$ cat src/rtl/icdf_ram.sv
// ----------------------------------------------------------------------------
// icdf_ram
// Simple dual-port RAM, one write and one registered read port.
// ----------------------------------------------------------------------------
module icdf_ram #(
  parameter int unsigned WIDTH = 8,
  parameter int unsigned DEPTH = 16,
  localparam int unsigned AW   = $clog2(DEPTH)
) (
  input  logic             clk_i,
  input  logic             we_i,
  input  logic [AW-1:0]    waddr_i,
  input  logic [WIDTH-1:0] wdata_i,
  input  logic [AW-1:0]    raddr_i,
  output logic [WIDTH-1:0] rdata_o
);

  logic [WIDTH-1:0] mem_q [DEPTH];

  always_ff @(posedge clk_i) begin
    if (we_i) begin
      mem_q[waddr_i] <= wdata_i;
    end
    rdata_o <= mem_q[raddr_i];
  end

endmodule

$ cat config.mk
export PLATFORM = sky130hd
export DESIGN_NAME = icdf_ram
export DESIGN_NICKNAME = d
export VERILOG_FILES = /design/src/rtl/icdf_ram.sv
export SDC_FILE = /design/constraint.sdc
export NUM_CORES = 1
export LEC_CHECK = 0
export ABC_AREA = 0
export BUFFER_PORTS_ARGS = -buffer_cell sky130_fd_sc_hd__buf_2
export CORE_MARGIN = 4
export CORE_UTILIZATION = 55
export CTS_CLUSTER_DIAMETER = 40
export DETAILED_ROUTE_END_ITERATION = 8
export GPL_TIMING_DRIVEN = 1
export PLACE_DENSITY = 0.73
export SLEW_MARGIN = 10
export SYNTH_ARGS = -nofsm -noshare
export SYNTH_HDL_FRONTEND = slang
export SYNTH_SLANG_ARGS = --single-unit
$ cat constraint.sdc
create_clock -name clk_i -period 1.8 [get_ports clk_i]
set_input_delay 0.18 -clock clk_i [delete_from_list [all_inputs] [get_ports clk_i]]
set_output_delay 0.18 -clock clk_i [all_outputs]
set_load 0.03 [all_outputs]
Word-level counts from Yosys, hierarchy flattened
Memory sizes are Yosys's and may differ from the RTL's. A register that Yosys moved wholly into a read port is not among the register bits.
Index checks and enable logic that the tools add are counted.
- memories kept: 1
- RAM bits: 128
- input bits: 18
- output and inout port bits: 8
- register bits after elaboration: 0
- logic and storage cells: 3
- multiplexer cells: 2
- memory list (memory ; words ; width ; rd ports ; clocked after Yosys merged registers in ; write ports ; line ; text):
    mem_q ; 16 ; 8 ; 1 ; 1 ; 1 ; 18 ; logic [WIDTH-1:0] mem_q [DEPTH];
- operators by type and width (cell ; count):
    1-bit 2-to-1 mux ; 2

Logic depth before layout (Yosys ltp)
- depth after elaboration: 2
- gate-level depth with buffers: 5
- gate-level depth less buffers: 3

Least setup slack after synthesis
No wires, ideal clock.
- kind: input to register
- start: in waddr_i[2]
- end: mem mem_q[0][0], enable pin
- path slack: 0.127 ns
- required time: 1.417 ns
- stages: 2
- path buffers: 0
- data arrival time: 1.290 ns
- path through: or3b_2 > nor3_1
- RTL lines (what ; line ; text):
    from (decl) ; 12 ; input logic [AW-1:0] waddr_i,
    to (decl) ; 18 ;
No word-level cell before the write port.

==> flow_metrics.py <==
metrics = {
    "pwr": {
        "cellLeakagePower_nw": 2.11,
        "vdd_drop_max_uv": 661,
        "power.total_mw": 7.40,
        "pwr_density_cell_nw_per_um2": 1210,
    },
    "die": {
        "initial_core_util_pct": 56.0,
        "core-area_um2": 9200,
        "die_x_um": 105,
        "ios": 26,
        "die_h_um": 105,
        "dieArea_um2": 11000,
        "rows": 35,
    },
    "global_routing": {
        "grt_antenna_before_repair": 0,
        "grt_pass1_vias": 2582,
        "grt-ovfl-total": 0,
        "grt_use_total_pct": 19.4,
        "grt_max_degree": 27,
        "grt_pass1_wl_um": 15300,
    },
    "place": {
        "place_hpwl_um": 5890,
        "dpl_cell_area_um2": 5520,
        "routabilityCongestion": 0.763,
        "dp.cells": 376,
        "port_buffers": 25,
        "place_ws_ns": 0.138,
    },
    "cells_and_area": {
        "antennaDiodeCount": 0,
        "final_util_pct": 66.5,
        "instances_no_fill": 408,
        "finish.instance_area_um2": 6110,
        "drive_gt1_share_pct": 31.0,
        "syn_to_final_growth_pct": 18.8,
        "num-nets-final": 302,
    },
    "logic_synthesis": {
        "synth.distinct_cells": 19,
        "synth_compound_area_share_pct": 2.33,
        "synth_area_um2": 5150,
        "ys_seq_elements": 136,
        "yosysSeqAreaShare_pct": 77.8,
        "synth_xor_area_share_pct": 0,
        "yosysWarnings": 0,
        "syn-instance-count": 229,
        "synthesis.nets": 247,
        "synthMuxAreaShare_pct": 15.0,
        "synthAdderAreaFrac_pct": 0,
        "synth.avg_cell_area_um2": 22.5,
        "synth_top_family_by_area": "multiplexers",
        "yosys.area_share.simple_pct": 3.18,
    },
    "routing": {
        "wirelength_um": 9560,
        "wl_per_cell_um": 23.4,
        "dr.pass1.iters": 4,
        "postRouteAntennaNets": 0,
        "via_per_inst": 5.98,
        "drc": 0,
        "drt_iter0_drc": 247,
        "vias": 2440,
    },
    "sta": {
        "setup_viol": 0,
        "post-route-period-util_pct": 78.1,
        "tightest_slew_ns": 0.391,
        "slew_violations": 0,
        "slew_headroom_pct": 73.9,
        "fin_ws_ns": 0.395,
        "whs_ns": 0.0402,
        "tns_ns": 0,
        "fmax_mhz": 712,
        "rsz0062_at_grt": "false",
        "worst_clock_skew_ns": 0.00561,
        "final-hold-violation-count": 0,
        "min_period_ns": 1.41,
    },
    "setup_path": {
        "r2r_slack_ns": 0.39,
        "max_stage_delay_ns": 0.53,
        "cp_top_family": "multiplexers",
        "crit_path_end_kind": "register",
        "path_max_fanout": 1,
        "worst-path-buf-inv": 0,
        "crit_type": "register to register",
        "crit_slowest_cell": "mux4_1",
        "cp_data_required_time_ns": 2.19,
        "crit_arrival_ns": 1.80,
        "crit_chain": "mux4_1 > a22oi_1 > nand2_1",
        "cp-start-kind": "register",
    },
    "clocking": {
        "ctsResizeCount": 0,
        "cts_made_buffers": 17,
        "cts_tree": "done",
        "cts.hold.buffers_added": 0,
        "cts.clk_slew.worst_paths_ns": 0.06,
        "clk_latency_ns": 0.52,
        "clockBufferDepth": 2,
        "htree_num_levels": 4,
        "cts_sinks": 136,
        "post_cts_buffers": 0,
        "ctsRootBufferMaster": "clkbuf_8",
    },
    "min_path": {
        "hp-class": "primary input to register",
    },
    "run_status": {
        "status": "finished, final reports clean",
    },
    "run": {
        "cap_violations": 0,
    },
}
-- layout make-up --
cell class / instances / area (µm²)
Clock buffer: 21 / 439
Fill cell: 578 / 3080
Multi-Input combinational cell: 83 / 1060
Clock inverter: 11 / 155
Timing Repair Buffer: 46 / 320
Tap cell: 111 / 139
Sequential cell: 136 / 4000
-- registers in the layout, summed over array words and instances, names as in the netlist --
name	cells
rdata_o	8
mem_q	128
-- power by group --
group | internal [mW] | leakage, nW | switching, mW
Combinational | 0.149 | 0.595 | 0.220
Sequential | 3.54 | 1.22 | 0.0218
Clock | 2.26 | 0.291 | 1.20
-- synth_stat cells --
| library cell | instances | share of area [%] |
|---|---|---|
| buf_4 | 1 | 0.15 |
| or3b_2 | 1 | 0.17 |
| nor2b_1 | 1 | 0.12 |
| buf_6 | 3 | 0.66 |
| and2_1 | 1 | 0.12 |
| and2b_1 | 1 | 0.15 |
| a22oi_1 | 16 | 2.3 |
| nand3b_1 | 2 | 0.29 |
| nand2_1 | 9 | 0.66 |
| nor3_1 | 4 | 0.39 |
| buf_2 | 3 | 0.29 |
| edfxtp_1 | 128 | 75 |
| mux4_1 | 14 | 7.1 |
| nand3_1 | 1 | 0.097 |
| dfxtp_1 | 8 | 3.1 |
| nand2b_1 | 2 | 0.24 |
| nor2_1 | 13 | 0.95 |
| clkdlybuf4s25_2 | 3 | 0.58 |
| mux4_2 | 18 | 7.9 |
-- worst register-to-register path: stages, from the launching register on --
cell and delay (ns):
edfxtp_1 0.35, mux4_1 0.53, a22oi_1 0.32, nand2_1 0.08
-- cells by family (layout without fill, tap and decap cells) --
kind of cell | count (synthesis) | count (layout)
compound gates | 16 | 16
buf+inv | 10 | 78
flops | 136 | 136
mux | 32 | 32
simple gates | 35 | 35
-- layer usage --
metal	track usage [%]	wire, µm	share of wire (%)	vias up
li1	-	-	-	1085
met1	27.5	4130	43	1243
met2	29.2	4650	49	103
met3	5.00	683	7.1	9
met4	7.97	93	0.97	0
met5	0	0	0	-
-- cells in the final DEF (no fill, tap or decap) --
cell        synthesis  routed
a22oi_1            16      16
and2_1              1       1
and2b_1             1       1
buf_12              0       3
buf_2               3      25
buf_4               1      18
bufinv_16           0       4
clkbuf_1            0       3
clkbuf_16           0      16
clkbuf_8            0       2
clkinv_1            0       2
clkinv_2            0       4
clkinvlp_4          0       1
dfxtp_1             8       8
edfxtp_1          128     128
mux4_1             14      14
mux4_2             18      18
nand2_1             9       9
nand2b_1            2       2
nand3_1             1       1
nand3b_1            2       2
nor2_1             13      13
nor2b_1             1       1
nor3_1              4       4
or3b_2              1       1
-- worst paths after layout --
check                           cells after the start          end         start
worst min-delay path                                1  mem_q[6][0]    wdata_i[0]
worst min register to register                      3   rdata_o[7]  mem_q[14][7]
worst max register to register                      3   rdata_o[4]   mem_q[9][4]
worst max-delay path                                3   rdata_o[4]   mem_q[9][4]
(Power assumes the default switching activity.)
