<file path="src/rtl/icdf_pkg.sv">
// ----------------------------------------------------------------------------
// icdf_pkg
// Types, widths and constants of the inverse-CDF table sampler.
// ----------------------------------------------------------------------------
package icdf_pkg;

  localparam int unsigned TABLE_DEPTH_DEFAULT = 4096;
  localparam int unsigned CFG_W      = 13;
  localparam int unsigned IDX_W      = 12;
  localparam int unsigned CDF_W      = 32;
  localparam int unsigned LOG_W      = 20;
  localparam int unsigned ENERGY_W   = 22;
  localparam int unsigned FRAC_STEPS = 16;
  localparam int unsigned ACC_W      = 32;
  localparam int unsigned KW         = 31;
  localparam logic [ENERGY_W-1:0] ENERGY_MAX = '1;
  localparam logic [CFG_W-1:0]    CFG_RESET  = 13'd4096;

  typedef enum logic [1:0] {
    STAT_LOADED      = 2'd0,
    STAT_INTERP      = 2'd1,
    STAT_CLAMP_FIRST = 2'd2,
    STAT_CLAMP_LAST  = 2'd3
  } status_e;

  typedef enum logic [2:0] {
    S_IDLE,
    S_READ,
    S_CMP,
    S_DIV,
    S_MUL,
    S_SUM,
    S_EXP,
    S_OUT
  } state_e;

  typedef logic [FRAC_STEPS:0][KW-1:0] root_tab_t;

  function automatic logic [63:0] int_sqrt(logic [63:0] n);
    logic [63:0] res;
    logic [63:0] bitv;
    logic [63:0] rem;
    res  = '0;
    bitv = 64'd1 << 62;
    rem  = n;
    while (bitv > rem) bitv = bitv >> 2;
    while (bitv != 0) begin
      if (rem >= res + bitv) begin
        rem = rem - (res + bitv);
        res = (res >> 1) + bitv;
      end else begin
        res = res >> 1;
      end
      bitv = bitv >> 2;
    end
    return res;
  endfunction

  // k_j = 2^(2^-j) in Q1.30; entry 0 unused
  function automatic root_tab_t root_table();
    root_tab_t   t;
    logic [63:0] k;
    t = '0;
    k = 64'd1 << 31;
    for (int j = 1; j <= FRAC_STEPS; j++) begin
      k    = int_sqrt(k << 30);
      t[j] = k[KW-1:0];
    end
    return t;
  endfunction

endpackage

</file>
<file path="src/rtl/icdf_div.sv">
// ----------------------------------------------------------------------------
// icdf_div
// Restoring divider for the bin fraction, one quotient bit per cycle.
// ----------------------------------------------------------------------------
module icdf_div (
  input  logic                       clk_i,
  input  logic                       rst_ni,
  input  logic                       start_i,
  input  logic [icdf_pkg::CDF_W-1:0] num_i,
  input  logic [icdf_pkg::CDF_W-1:0] den_i,
  output logic                       done_o,
  output logic [icdf_pkg::CDF_W:0]   quot_o
);

  localparam int unsigned W = icdf_pkg::CDF_W;

  logic [5:0]   cnt_q, cnt_d;
  logic         busy_q, busy_d;
  logic         first_q, first_d;
  logic         done_q, done_d;
  logic [W-1:0] rem_q, rem_d;
  logic [W-1:0] den_q, den_d;
  logic [W:0]   quot_q, quot_d;
  logic [W:0]   trial;
  logic         ge;

  always_comb begin
    trial   = first_q ? {1'b0, rem_q} : {rem_q, 1'b0};
    ge      = trial >= {1'b0, den_q};
    cnt_d   = cnt_q;
    busy_d  = busy_q;
    first_d = first_q;
    done_d  = 1'b0;
    rem_d   = rem_q;
    den_d   = den_q;
    quot_d  = quot_q;
    if (start_i) begin
      busy_d  = 1'b1;
      first_d = 1'b1;
      cnt_d   = 6'(W);
      rem_d   = num_i;
      den_d   = den_i;
      quot_d  = '0;
    end else if (busy_q) begin
      first_d = 1'b0;
      rem_d   = ge ? W'(trial - {1'b0, den_q}) : W'(trial);
      quot_d  = {quot_q[W-1:0], ge};
      cnt_d   = cnt_q - 6'd1;
      if (cnt_q == '0) begin
        busy_d = 1'b0;
        done_d = 1'b1;
      end
    end
  end

  always_ff @(posedge clk_i or negedge rst_ni) begin
    if (!rst_ni) begin
      busy_q <= 1'b0;
      done_q <= 1'b0;
    end else begin
      busy_q <= busy_d;
      done_q <= done_d;
    end
  end

  always_ff @(posedge clk_i) begin
    cnt_q   <= cnt_d;
    first_q <= first_d;
    rem_q   <= rem_d;
    den_q   <= den_d;
    quot_q  <= quot_d;
  end

  assign done_o = done_q;
  assign quot_o = quot_q;

endmodule

</file>
<file path="config.mk">
export PLATFORM = sky130hd
export DESIGN_NAME = icdf_div
export DESIGN_NICKNAME = d
export VERILOG_FILES = /design/src/rtl/icdf_pkg.sv /design/src/rtl/icdf_div.sv
export SDC_FILE = /design/constraint.sdc
export NUM_CORES = 1
export LEC_CHECK = 0
export ABC_AREA = 1
export ABC_CLOCK_PERIOD_IN_PS = 8920
export BUFFER_PORTS_ARGS = -buffer_cell sky130_fd_sc_hd__buf_2
export CAP_MARGIN = 10
export CORE_UTILIZATION = 41
export CTS_BUF_LIST = sky130_fd_sc_hd__clkbuf_4
export DETAILED_ROUTE_END_ITERATION = 12
export GPL_ROUTABILITY_DRIVEN = 0
export PLACE_DENSITY = 0.71
export REMOVE_ABC_BUFFERS = 1
export SYNTH_ARGS = -nofsm -noshare
export SYNTH_HDL_FRONTEND = slang
export SYNTH_SLANG_ARGS = --single-unit
</file>
<file path="constraint.sdc">
create_clock -name clk_i -period 8.92 [get_ports clk_i]
set_clock_uncertainty 0.2 [all_clocks]
set_input_delay 1.784 -clock clk_i [delete_from_list [all_inputs] [get_ports clk_i]]
set_output_delay 1.784 -clock clk_i [all_outputs]
set_load 0.03 [all_outputs]
</file>
== After elaboration in Yosys (flattened, before gate mapping) ==
Index checks and enable logic that the tools add are counted.

* Multiplexer cells: 10
* Reduce and logical (&&, ||, !) cells: 2
* $lt $le $gt $ge: 1
* Add/sub/neg operators: 2

{| class="wikitable"
|+ Operators by type and width
! cell !! count
|-
| two-way mux 32 bit || 3
|-
| >= comparator 33 x 32 -> 1 bit || 1
|-
| two-way mux 33 bit || 1
|-
| subtractor 32 bit || 1
|-
| zero test 6 bit || 1
|-
| two-way mux 1 bit || 6
|-
| subtractor 6 x 1 -> 6 bit, second input constant || 1
|-
| nonzero test 2 bit || 1
|}

* Output and inout bits: 34
* Register bits: 106
* Word-level logic and storage cells: 22
* Input bits: 67

== Logic depth before layout (Yosys ltp) ==
* Word-level depth: 5
* Depth in mapped cells: 21
* Depth with buffers taken out: 19

== Worst setup path before layout ==
No wires, ideal clock.

* Path type: input to register
* Start: input port start_i
* End: register rem_q[0] (enable)
* Library setup time: 0.409 ns
* Data required time: 8.311 ns
* Arrival time: 3.018 ns
* Path buffers: 1
* Path slack: 5.293 ns
* Cell stages on the path: 3
* Cells stage by stage: nor2_1 clkinv_1 clkbuf_1

* Longest elaborated chain between the ends: 1

{| class="wikitable"
|+ Ends and longest elaborated chain
! element !! line !! RTL
|-
| start, declared || icdf_div.sv:8 || <nowiki>input logic start_i,</nowiki>
|-
| nonzero test 2 bit (no line) || -- ||
|-
| end signal, assigned || icdf_div.sv:69 || <nowiki>rem_q <= rem_d;</nowiki>
|-
| end, declared || icdf_div.sv:21 || <nowiki>logic [W-1:0] rem_q, rem_d;</nowiki>
|}

No other way between the ends.
A chain may end at the register's enable or synchronous reset.

== Final worst setup path ==
* Start: register first_q
* End: register rem_q[18] (data pin)

* Longest elaborated chain between the ends: 5
* Elaborated cells on any way between the ends: 6
* Classes of those cells: 1 x add/sub; 1 x order compare; 4 x mux

{| class="wikitable"
|+ Ends and longest elaborated chain
! element !! line !! RTL
|-
| start, declared || icdf_div.sv:19 || <nowiki>logic first_q, first_d;</nowiki>
|-
| start signal, assigned || icdf_div.sv:68 || <nowiki>first_q <= first_d;</nowiki>
|-
| two-way mux 33 bit * || icdf_div.sv:28 || <nowiki>trial = first_q ? {1'b0, rem_q} : {rem_q, 1'b0};</nowiki>
|-
| subtractor 32 bit or >= comparator 33 x 32 -> 1 bit (tied branches) || icdf_div.sv:46, icdf_div.sv:29 ||
|-
| two-way mux 32 bit * || icdf_div.sv:46 || <nowiki>rem_d = ge ? W'(trial - {1'b0, den_q}) : W'(trial);</nowiki>
|-
| two-way mux 32 bit * || icdf_div.sv:44 || <nowiki>end else if (busy_q) begin</nowiki>
|-
| two-way mux 32 bit * || icdf_div.sv:37 || <nowiki>if (start_i) begin</nowiki>
|-
| named net rem_d[18] || icdf_div.sv:21 ||
|}

The timed path passes the listed nets; every way through them passes the cells marked *. The select of a mux whose other input is x is not followed.

==> results.sh <==
export IMPL_outcome="complete, no violations"
export IMPL_grt_usage=0.206
export IMPL_ys_flop_type="edfxtp_1"
export IMPL_postCtsHoldBufs=0
export IMPL_cts_root_buf="clkbuf_4"
export IMPL_rsz0062_at_grt="no"
export IMPL_r2r_slack_ps=3760
export IMPL_area_delta_synth_final_pct=11.0
export IMPL_nets=1262
export IMPL_ys_seq_area_frac=0.378
export IMPL_drv_slew=0
export IMPL_final_common_cell="nand2_1"
export IMPL_clk_pin_slew_ps=210
export IMPL_ir_worst_vdd_mv=0.0903
export IMPL_drc=0
export IMPL_crit_path_start_kind="flop"
export IMPL_crit_type="reg2reg"
export IMPL_setup_tns_ps=0
export IMPL_setup_slack_ps=3760
export IMPL_worst_pin_slew_ps=1180
export IMPL_syn_inst=1075
export IMPL_synth_xor_area_frac=0.0167
export IMPL_worstReg2RegStart="first_q$_SDFFE_PP1P_"
export IMPL_holdWs_ps=283
export IMPL_clockBufferDepth=2
export IMPL_syn_cell_area_um2=7330
export IMPL_synth_edf_count=64
export IMPL_die_h_um=136
export IMPL_synth_seq_cells=106
export IMPL_synthMuxAreaShare=0
export IMPL_die_area_um2=18400
export IMPL_setup_worst_path_end_class="flop"
export IMPL_hold_path_startpoint="quot_o[29]$_SDFFE_PP0P_"
export IMPL_dr_pass1_iters=5
export IMPL_worstPathArrival_ps=5240
export IMPL_cts_sinks=106
export IMPL_grt_pass1_vias=6394
export IMPL_grt_max_degree=51
export IMPL_drtAntennaViolNets=0
export IMPL_whs_endpoint="quot_o[30]$_SDFFE_PP0P_"
export IMPL_timing_fmax_mhz=194
export IMPL_p_leak_nw=4.38
export IMPL_via_count=6700
export IMPL_synthTopCellsByArea="edfxtp_1 (26%), nand2_1 (18%), inv_1 (12%), dfxtp_1 (11%), nand3_1 (6.1%)"
export IMPL_synth_top_area_share=0.262
export IMPL_cts_inserted_buffers=9
export IMPL_total_power_mw=2.10
export IMPL_yosysWarnings=0
export IMPL_hold_class="reg2reg"
export IMPL_yosysUniqueCellTypes=34
export IMPL_start_util=0.423
export IMPL_setup_viol=0
export IMPL_synthAdderAreaFrac=0.0607
export IMPL_yosysTopAreaCell="edfxtp_1"
export IMPL_grt_ovfl_total=0
export IMPL_wl_per_cell_um=13.1
export IMPL_finalCritPeriodShare=0.578
export IMPL_dp_slack_ps=3960
export IMPL_power_density_nw_per_um2=259
export IMPL_grt_first_pass_wirelength_um=30000
export IMPL_ctsResizeCount=0
export IMPL_rows=48
export IMPL_io_buffers=100
export IMPL_post_dp_cell_area_um2=7980
export IMPL_drt_wl_total_um=18300
export IMPL_h_tree_depth=3
export IMPL_synthArstFlopShare=0.0189
export IMPL_synth_top_family_by_area="simple AND/OR/NAND/NOR gates"
export IMPL_final_cell_mix="nand2_1 (354), inv_1 (232), buf_2 (100), nand3_1 (90), edfxtp_1 (64)"
export IMPL_antenna_found_initial=2
export IMPL_cts_setup_buffers=0
export IMPL_core_um2=17400
export IMPL_ios=101
export IMPL_worstPathMaxFanout=35
export IMPL_maxCapViolCount=0
export IMPL_cp_required_ps=9010
export IMPL_drt_initial_drc_count=430
export IMPL_avgSynthCellArea_um2=6.82
export IMPL_finalCriticalPeriod_ps=5160
export IMPL_reg2reg_to="rem_q[18]$_DFFE_PP_"
export IMPL_cts_tree="yes"
export IMPL_holdPathStages=2
export IMPL_dieWidth_um=136
export IMPL_slew_headroom=0.211
export IMPL_dp_hpwl_um=13900
export IMPL_drive_gt1_frac=0.144
export IMPL_r2r_cells=17
export IMPL_yosys_area_share_simple=0.330
export IMPL_clk_latency_ps=540
export IMPL_hold_viol=0
export IMPL_final_area_um2=8140
export IMPL_routed_via_density=4.81
export IMPL_synth_compound_area_frac=0.0728
registers in the layout, indices dropped and copies added (netlist names):
name,cells
busy_q,1
cnt_q,6
den_q,32
done_o,1
first_q,1
quot_o,33
rem_q,32
report_power, final:
group / leakage, nW / switching (mW) / internal (mW)
registers: 1.00 / 0.0527 / 0.632
logic: 3.29 / 0.741 / 0.412
clock network: 0.0832 / 0.195 / 0.0710
critical path: stages, from the launching register on:
cell and delay (ps):
dfxtp_1 1150, inv_2 500, or2_2 420, o21ai_0 110
inv_1 80, ha_1 360, nand2_1 150, inv_1 60
nand2_1 60, nand2_1 60, a21oi_1 150, nor2_1 90
nor2_4 740, nand2_4 440, nand2_1 150, nand2_1 60
nand2_1 50, nand2_1 60
metrics by stage:
stage	utilization	cells
2_1_floorplan	-	1047
6_report	0.469	1392
3_3_place_gp	0.460	1374
5_1_grt	0.469	1392
4_1_cts	0.469	1390
3_5_place_dp	0.460	1374
kinds of logic after synthesis:
kind of cell	count (synthesis)
flip-flops	106
AND/OR/NAND/NOR	561
buffers and inverters	263
XOR/XNOR	14
adder cells (fa/ha/maj)	35
AO/OA/AOI/OAI	96
worst max path at each step:
stage,start,end,slack [ps]
after floorplan,start_i,rem_q[0]$_DFFE_PP_,5100
after global placement,first_q$_SDFFE_PP1P_,rem_q[18]$_DFFE_PP_,4030
after detailed placement,first_q$_SDFFE_PP1P_,rem_q[18]$_DFFE_PP_,3960
after CTS,first_q$_SDFFE_PP1P_,rem_q[18]$_DFFE_PP_,3900
after global routing,first_q$_SDFFE_PP1P_,rem_q[18]$_DFFE_PP_,3400
final,first_q$_SDFFE_PP1P_,rem_q[18]$_DFFE_PP_,3760
cells in the mapped netlist (3+ instances only):
cell / n
inv_1: 232
buf_1: 3
nor3_1: 8
nand3_2: 7
o21ai_0: 38
ha_1: 34
o22ai_1: 32
buf_6: 5
or2_2: 30
and2_1: 3
xnor2_1: 14
clkbuf_1: 14
edfxtp_1: 64
nand4_1: 9
nand3_1: 90
a21oi_1: 21
nor2_1: 49
nand2_2: 4
nand2_1: 354
dfxtp_1: 40
buf_2: 4
layer usage:
layer	up-vias	wire, µm	global-route usage
met1	2952	8640	0.274
li1	3509	-	-
met3	35	1370	0.0494
met4	0	517	0.0811
met2	204	7770	0.320
met5	-	0	0
cell type report:
type	instances	area [µm²]
diodes	2	5.00
clock buffers	9	67.6
clock inverters	7	88.8
fillers	1779	9220
inverters	235	882
multi-input cells	706	3520
flip-flops and latches	106	2770
well taps	225	282
repair buffers	102	515
Power figures use the tool's default switching activity.
