[src/rtl/icdf_pkg.sv]
// ----------------------------------------------------------------------------
// icdf_pkg
// Types, widths and constants of the inverse-CDF table sampler.
// ----------------------------------------------------------------------------
package icdf_pkg;

  localparam int unsigned TABLE_DEPTH_DEFAULT = 4096;
  localparam int unsigned CFG_W      = 13;
  localparam int unsigned IDX_W      = 12;
  localparam int unsigned CDF_W      = 32;
  localparam int unsigned LOG_W      = 20;
  localparam int unsigned ENERGY_W   = 22;
  localparam int unsigned FRAC_STEPS = 16;
  localparam int unsigned ACC_W      = 32;
  localparam int unsigned KW         = 31;
  localparam logic [ENERGY_W-1:0] ENERGY_MAX = '1;
  localparam logic [CFG_W-1:0]    CFG_RESET  = 13'd4096;

  typedef enum logic [1:0] {
    STAT_LOADED      = 2'd0,
    STAT_INTERP      = 2'd1,
    STAT_CLAMP_FIRST = 2'd2,
    STAT_CLAMP_LAST  = 2'd3
  } status_e;

  typedef enum logic [2:0] {
    S_IDLE,
    S_READ,
    S_CMP,
    S_DIV,
    S_MUL,
    S_SUM,
    S_EXP,
    S_OUT
  } state_e;

  typedef logic [FRAC_STEPS:0][KW-1:0] root_tab_t;

  function automatic logic [63:0] int_sqrt(logic [63:0] n);
    logic [63:0] res;
    logic [63:0] bitv;
    logic [63:0] rem;
    res  = '0;
    bitv = 64'd1 << 62;
    rem  = n;
    while (bitv > rem) bitv = bitv >> 2;
    while (bitv != 0) begin
      if (rem >= res + bitv) begin
        rem = rem - (res + bitv);
        res = (res >> 1) + bitv;
      end else begin
        res = res >> 1;
      end
      bitv = bitv >> 2;
    end
    return res;
  endfunction

  // k_j = 2^(2^-j) in Q1.30; entry 0 unused
  function automatic root_tab_t root_table();
    root_tab_t   t;
    logic [63:0] k;
    t = '0;
    k = 64'd1 << 31;
    for (int j = 1; j <= FRAC_STEPS; j++) begin
      k    = int_sqrt(k << 30);
      t[j] = k[KW-1:0];
    end
    return t;
  endfunction

endpackage

[src/rtl/icdf_exp2.sv]
// ----------------------------------------------------------------------------
// icdf_exp2
// Iterative 2^x: one root-constant multiply per fraction bit, then scale.
// ----------------------------------------------------------------------------
module icdf_exp2 (
  input  logic                          clk_i,
  input  logic                          rst_ni,
  input  logic                          start_i,
  input  logic [icdf_pkg::LOG_W-1:0]    x_i,
  output logic                          done_o,
  output logic [icdf_pkg::ENERGY_W-1:0] energy_o
);

  localparam int unsigned AW = icdf_pkg::ACC_W;
  localparam int unsigned KW = icdf_pkg::KW;
  localparam int unsigned NF = icdf_pkg::FRAC_STEPS;
  localparam int unsigned LOG_W_HI = icdf_pkg::LOG_W - 1;
  localparam icdf_pkg::root_tab_t KTAB = icdf_pkg::root_table();

  logic [4:0]          j_q, j_d;
  logic                busy_q, busy_d;
  logic                done_q, done_d;
  logic [3:0]          ip_q, ip_d;
  logic [NF-1:0]       fb_q, fb_d;
  logic [AW-1:0]       acc_q, acc_d;
  logic [icdf_pkg::ENERGY_W-1:0] en_q, en_d;
  logic [AW+KW-1:0]    prod;
  logic [AW+KW-1:0]    rnd;
  logic [4:0]          sh;
  logic [AW:0]         scaled;

  always_comb begin
    prod   = acc_q * KTAB[j_q[3:0] == 4'd0 ? 5'(NF) : j_q];
    rnd    = prod + (AW+KW)'(64'd1 << 29);
    sh     = 5'd22 - 5'(ip_q);
    scaled = ({1'b0, acc_q} + ((AW+1)'(1) << (sh - 5'd1))) >> sh;
    j_d    = j_q;
    busy_d = busy_q;
    done_d = 1'b0;
    ip_d   = ip_q;
    fb_d   = fb_q;
    acc_d  = acc_q;
    en_d   = en_q;
    if (start_i) begin
      busy_d = 1'b1;
      j_d    = 5'd1;
      ip_d   = x_i[LOG_W_HI:NF];
      fb_d   = x_i[NF-1:0];
      acc_d  = AW'(1) << 30;
    end else if (busy_q) begin
      if (j_q == 5'(NF + 1)) begin
        busy_d = 1'b0;
        done_d = 1'b1;
        en_d   = (scaled > (AW+1)'(icdf_pkg::ENERGY_MAX)) ? icdf_pkg::ENERGY_MAX
                                                         : scaled[icdf_pkg::ENERGY_W-1:0];
      end else begin
        if (fb_q[NF-1]) begin
          acc_d = rnd[AW+29:30];
        end
        fb_d = {fb_q[NF-2:0], 1'b0};
        j_d  = j_q + 5'd1;
      end
    end
  end

  always_ff @(posedge clk_i or negedge rst_ni) begin
    if (!rst_ni) begin
      busy_q <= 1'b0;
      done_q <= 1'b0;
    end else begin
      busy_q <= busy_d;
      done_q <= done_d;
    end
  end

  always_ff @(posedge clk_i) begin
    j_q   <= j_d;
    ip_q  <= ip_d;
    fb_q  <= fb_d;
    acc_q <= acc_d;
    en_q  <= en_d;
  end

  assign done_o   = done_q;
  assign energy_o = en_q;

endmodule

[config.mk]
export PLATFORM = sky130hd
export DESIGN_NAME = icdf_exp2
export DESIGN_NICKNAME = d
export VERILOG_FILES = /design/src/rtl/icdf_pkg.sv /design/src/rtl/icdf_exp2.sv
export SDC_FILE = /design/constraint.sdc
export NUM_CORES = 2
export LEC_CHECK = 0
export ABC_CLOCK_PERIOD_IN_PS = 18100
export BUFFER_PORTS_ARGS = -buffer_cell sky130_fd_sc_hd__buf_2
export CORE_MARGIN = 10
export CORE_UTILIZATION = 25
export CTS_BUF_LIST = sky130_fd_sc_hd__clkbuf_2 sky130_fd_sc_hd__clkbuf_4 sky130_fd_sc_hd__clkbuf_8
export DETAILED_ROUTE_END_ITERATION = 10
export GPL_TIMING_DRIVEN = 0
export PLACE_DENSITY = 0.44
export RECOVER_POWER = 25
export SKIP_CTS_REPAIR_TIMING = 1
export SYNTH_ARGS = -nofsm -noshare
export SYNTH_HDL_FRONTEND = slang
export SYNTH_SLANG_ARGS = --single-unit
[constraint.sdc]
create_clock -name clk_i -period 18.1 [get_ports clk_i]
set_input_delay 1.81 -clock clk_i [delete_from_list [all_inputs] [get_ports clk_i]]
set_output_delay 1.81 -clock clk_i [all_outputs]
set_load 0.03 [all_outputs]
# After elaboration in Yosys (flattened, before gate mapping)
# Memories as Yosys holds them, arrays and structs flattened.
# Cells that the tools add are included.
word_totals:
  input_bits: 23
  ff_bits: 81
  memories: 1
  mem_bits_ro: 992
classes:
  n_reduce_logical: 6
  muxes: 11
  multipliers: 1
  addsub: 5
  n_lt_le_gt_ge: 2
  n_shift: 2
  n_bitwise: 2
  eq_ne: 2
mem_list:
  columns: ["memory", "depth", "width", "rd", "rd_ports_with_merged_regs", "write_ports", "line_no", "rtl"]
  rows:
  - ["(no name shown)", 32, 31, 1, 0, 0, "icdf_exp2.sv:33", "prod = acc_q * KTAB[j_q[3:0] == 4'd0 ? 5'(NF) : j_q];"]
op_table:
  columns: ["cell", "count"]
  rows:
  - ["62-bit by 30-bit adder with 62-bit output (second input constant)", 1]
  - ["32-bit by 31-bit multiplier with 62-bit output", 1]
  - ["16-bit two-way mux", 3]
  - ["32-bit by 33-bit adder with 33-bit output", 1]
  - ["33-bit by 22-bit greater-than comparator with 1-bit output (second input constant)", 1]
  - ["1-bit by 5-bit left shift with 33-bit output (first input constant)", 1]
  - ["33-bit by 5-bit right shift with 33-bit output", 1]
  - ["31-bit two-way mux", 1]
  - ["5-bit by 6-bit less-than comparator with 1-bit output (second input constant)", 1]
  - ["1-bit two-way mux", 6]
  - ["3-bit AND reduction", 2]
  - ["5-bit by 1-bit adder with 5-bit output (second input constant)", 1]
  - ["5-bit equality test (second input constant)", 1]
  - ["5-bit two-way mux", 1]
  - ["5-bit by 1-bit subtractor with 5-bit output (second input constant)", 1]
  - ["5-bit by 4-bit subtractor with 5-bit output (first input constant)", 1]
  - ["4-bit zero test", 1]
  - ["2-bit AND reduction", 2]
  - ["2-bit != test (second input constant)", 1]
  - ["1-bit NOT", 2]
  - ["2-bit nonzero test", 1]

# Longest topological paths before layout
depth:
  word_depth: 6
  depth_mapped: 38
  mapped_depth_nobuf: 36

# Worst setup path after synthesis
# OpenSTA, ideal clock, no wires.
synth_path:
  path_kind: "reg-to-reg"
  from: "register j_q[0]"
  to: "register acc_q[22]"
  required_time_ps: 17983
  path_stages_with_launch: 34
  setup_slack_ps: 9150
  setup_ps: 117
  path_buffers: 4
  arrival_time_ps: 8833
  period_less_slack_ps: 8950
  cell_sequence: "dfxtp_1 > clkbuf_1 > inv_1 > ha_1 > nor3b_1 > or2_2 > clkbuf_1 > clkbuf_1 > a211oi_1 > clkbuf_1 > and2_1 > fa_1 > fa_1 > inv_1 > fa_1 > fa_1 > inv_1 > fa_1 > fa_1 > fa_1 > inv_1 > fa_1 > inv_1 > ha_1 > and4_1 > a221oi_1 > o211ai_1 > a21oi_1 > o21ai_1 > a31o_2 > a21oi_1 > o21a_1 > xnor2_1 > a22o_1"
synth_via:
  elab_chain_len: 6
synth_rtl:
  columns: ["element", "line_no", "rtl"]
  rows:
  - ["start, declared", "icdf_exp2.sv:20", "logic [4:0] j_q, j_d;"]
  - ["start signal, assigned", "icdf_exp2.sv:77", "j_q <= j_d;"]
  - ["4-bit zero test", "icdf_exp2.sv:33", null]
  - ["5-bit two-way mux", "icdf_exp2.sv:33", null]
  - ["memory read 32 x 31 bit", null, null]
  - ["31-bit two-way mux", "icdf_exp2.sv:33", null]
  - ["32-bit by 31-bit multiplier with 62-bit output", "icdf_exp2.sv:33", null]
  - ["62-bit by 30-bit adder with 62-bit output", "icdf_exp2.sv:34", "rnd = prod + (AW+KW)'(64'd1 << 29);"]
  - ["end signal, assigned", "icdf_exp2.sv:80", "acc_q <= acc_d;"]
  - ["end, declared", "icdf_exp2.sv:25", "logic [AW-1:0] acc_q, acc_d;"]
# Several ways; a longest one is shown, not always the timed one. The select of a mux whose other input is x is not followed.
# A chain may end at the register's enable or synchronous reset.

# Worst setup path after layout
layout_path:
  from: "register j_q[0]"
  to: "register acc_q[31]"
# Same word-level chain as after synthesis.

==> summary.md <==
| Metric | Value |
|---|---|
| Ys async rst share | `around 2.5%` |
| Final Hold Vio Count | `0` |
| Most frequent CP cell | `fa_1` |
| Starting DRC count in detailed routing | `2,552` |
| Fin area | `about 43,000 µm²` |
| Grt ovf | `0` |
| Clk buf depth | `2` |
| Most frequent cells after synthesis | `984 x inv_1, 836 x fa_1, 569 x and2_1, 502 x nand2_1, 352 x ha_1` |
| Synth Instances | `4,532` |
| Area grow syn2layout | `7.86%` |
| Final setup fails | `0` |
| Tot GR Track Use | `18.0%` |
| Mapped cell area | `39,600 µm²` |
| Nets | `approximately 5,800` |
| Failing checks | `max-capacitance violations` |
| Synthesized area per cell | `8.74 µm²` |
| Crit path capture type | `flop` |
| Synth Register Bits | `81` |
| DR WL/cell | `roughly 24 µm` |
| Post-Syn Nets | `5,743` |
| DP Worst Slack | `between 4 and 5 ns` |
| Synth Area in Adders | `a little over half` |
| Fin crit share | `between 70 and 80%` |
| Upper clock frequency limit | `about 75 MHz` |
| CTS Root Cell | `clkbuf_8` |
| Share of the synthesized area in the top cell type | `42.2%` |
| Prevailing post-synth register cell | `edfxtp_1` |
| Reg area | `between 2000 and 2500 µm²` |
| Largest net degree at the start of global routing | `17` |
| Initial antenna violation count | `18` |
| Port Buffers | `between 40 and 50` |
| H-tree depth | `3` |
| Antenna Violating Nets Remaining | `0` |
| Die area | `between 150,000 and 200,000 µm²` |
| Mux share of post-synthesis cell area | `around 2.1%` |
| Post-Route WL | `about 160 mm` |
| Die outline height | `about 420 µm` |
| Count leader, synth | `inv_1` |
| CP top delay family | `compound AO/OA/AOI/OAI gates` |
| Yosys cell types | `86` |
| Final TNS setup | `0 ns` |
| Detailed Routing Iterations Pass 1 | `6` |
| CP max stage delay | `approximately 1.0 ns` |
| Data arrival, critical path | `between 10 and 15 ns` |
| Worst Path Max Fanout | `10` |
| Least-Margin Pin Slew | `1.47 ns` |
| EDFF count, synth | `42` |
| # clock sinks | `between 80 and 90` |
| Flop-to-flop setup slack | `4.75 ns` |
| Slew Viols, Final | `0` |
| Starting Density | `around a quarter` |
| Clk slew on worst S/H paths | `approximately 0.090 ns` |
| CTS tree | `built` |
| Startpoint types | `flop` |
| Yosys top cell by area | `fa_1` |
| Area occupied by multi-input gates | `around 33,000 µm²` |
| Status | `finished with violations` |
| Synth area leaders | `fa_1 42%, ha_1 11%, inv_1 9.3%` |
| Worst rel slew slack | `under 10%` |
| Vias in the first global route | `about 33,000` |
| Slowest cell on the critical path | `a211oi_1` |
| Synth Area in XOR/XNOR | `1.48%` |
| Placed Area | `42,500 µm²` |
| CP Class | `reg -> reg` |
| Row count | `146` |
| Max-cap violations | `1` |
| Final worst setup slack | `approximately 4.8 ns` |
| Largest family of logic cells by synthesized area | `adder cells` |
| Vias per inst | `roughly 4.7` |
| Global-route wire length before repair | `between 200 and 250 mm` |
| Clock skew | `around 0.012 ns` |
| CP required | `approximately 18 ns` |
| Buffers and inverters on the worst path | `9` |
| Ys Warns | `0` |
| Unrepaired setup endpoints after global routing | `no` |
| Final GP Congestion | `between 0.9 and 1` |
| Layout cell share with drive strength beyond 1 | `3.00%` |
| Synth Area in Simple Gates | `a little under a fifth` |
| Core Region | `approximately 160,000 µm²` |
| Worst-Skew Late Latency | `between 0.4 and 0.5 ns` |
| DRC viols | `0` |
| Ports | `46` |
| Worst min path class | `reg -> reg` |
| Fillers | `~17,000` |
| Vias | `31,601` |
| Post-layout min period | `13.35 ns` |
| Dpl hpwl | `135 mm` |
| Compound-Gate Fraction of Synth Area | `under 10%` |
| Num CTS Buffers | `9` |
| Chip Width | `~420 µm` |
| Seq/Total Area, Yosys | `a little over 5%` |
-- final cells by class --
| class | instances | area share (%) |
|---|---|---|
| Multi-Input combinational cell | 3177 | 76.7 |
| Sequential cell | 81 | 4.80 |
| Tap cell | 2072 | 6.07 |
| Inverter | 984 | 8.64 |
| Clock buffer | 11 | 0.325 |
| Buffer | 290 | 2.61 |
| Clock inverter | 5 | 0.138 |
| Timing Repair Buffer | 53 | 0.676 |
| Antenna cell | 5 | 0.0293 |
-- cells by family after synthesis --
logic type,count (synthesis)
xor gates and xnor gates,66
buffers and inverters,1274
AOI/OAI and AO/OA,453
adders and majority gates,1188
and+or+nand+nor,1404
DFF,81
muxes,66
-- per-stage QoR --
stage	std cells	utilization [%]	hold WS, ns
2_1_floorplan	4532	-	0.515
3_3_place_gp	6649	26.9	0.528
3_5_place_dp	6656	26.9	0.536
4_1_cts	6672	27.0	0.560
5_1_grt	6673	27.0	0.576
6_report	6678	27.0	0.555
-- placed cells by master, fill, tap and decap left out, drive strengths merged, types with 8 or more instances in the layout --
cell / synthesis / layout
inv: 984 / 984
fa: 836 / 836
and2: 569 / 569
nand2: 502 / 502
ha: 352 / 352
clkbuf: 271 / 299
a21oi: 132 / 132
nor2: 121 / 121
o21ai: 78 / 78
buf: 19 / 54
nand3: 42 / 42
a21o: 42 / 42
edfxtp: 42 / 42
xnor2: 39 / 39
dfxtp: 37 / 37
a211oi: 33 / 33
nor2b: 31 / 31
mux2: 29 / 29
and3: 29 / 29
xor2: 27 / 27
mux2i: 25 / 25
o211ai: 23 / 23
a31oi: 20 / 20
nand4: 20 / 20
nor3: 19 / 19
or3: 15 / 15
o21a: 14 / 14
nand2b: 13 / 13
or2: 12 / 12
mux4: 12 / 12
o31ai: 11 / 11
a21boi: 11 / 11
nor4: 10 / 10
o22ai: 9 / 9
o221ai: 8 / 8
-- metal layers --
metal	up-vias	routed length (µm)	GRT usage [%]
met5	-	0	0
met4	0	6070	6.03
met3	179	8290	1.45
met2	959	72800	29.2
met1	16600	70400	25.1
li1	13863	-	-
-- worst paths after layout --
kind                                   to    start  cells past startpoint
worst max-delay path            acc_q[31]   j_q[0]                     34
worst min register to register    fb_q[2]  fb_q[1]                      1
max in group asynchronous          done_o   rst_ni                      1
worst min-delay path              fb_q[2]  fb_q[1]                      1
min in group asynchronous          busy_q   rst_ni                      1
worst max register to register  acc_q[31]   j_q[0]                     34
-- state kept, by name, indices dropped and copies added, names as in the netlist --
signal    count
fb_q         16
busy_q        1
acc_q        32
j_q           5
energy_o     22
ip_q          4
done_o        1
-- worst reg2reg max path, delay by kind of cell, from the launching register on --
| family | cells | cell delay [ns] |
|---|---|---|
| AOI/OAI and AO/OA | 11 | 4.92 |
| adders and majority gates | 10 | 4.63 |
| and+or+nand+nor | 4 | 1.08 |
| DFF | 1 | 0.42 |
| buffers and inverters | 9 | 2.17 |
Power is left out: the tool's default activity adds up to more than one toggle a clock period on the data nets, which glitch-free logic cannot reach.
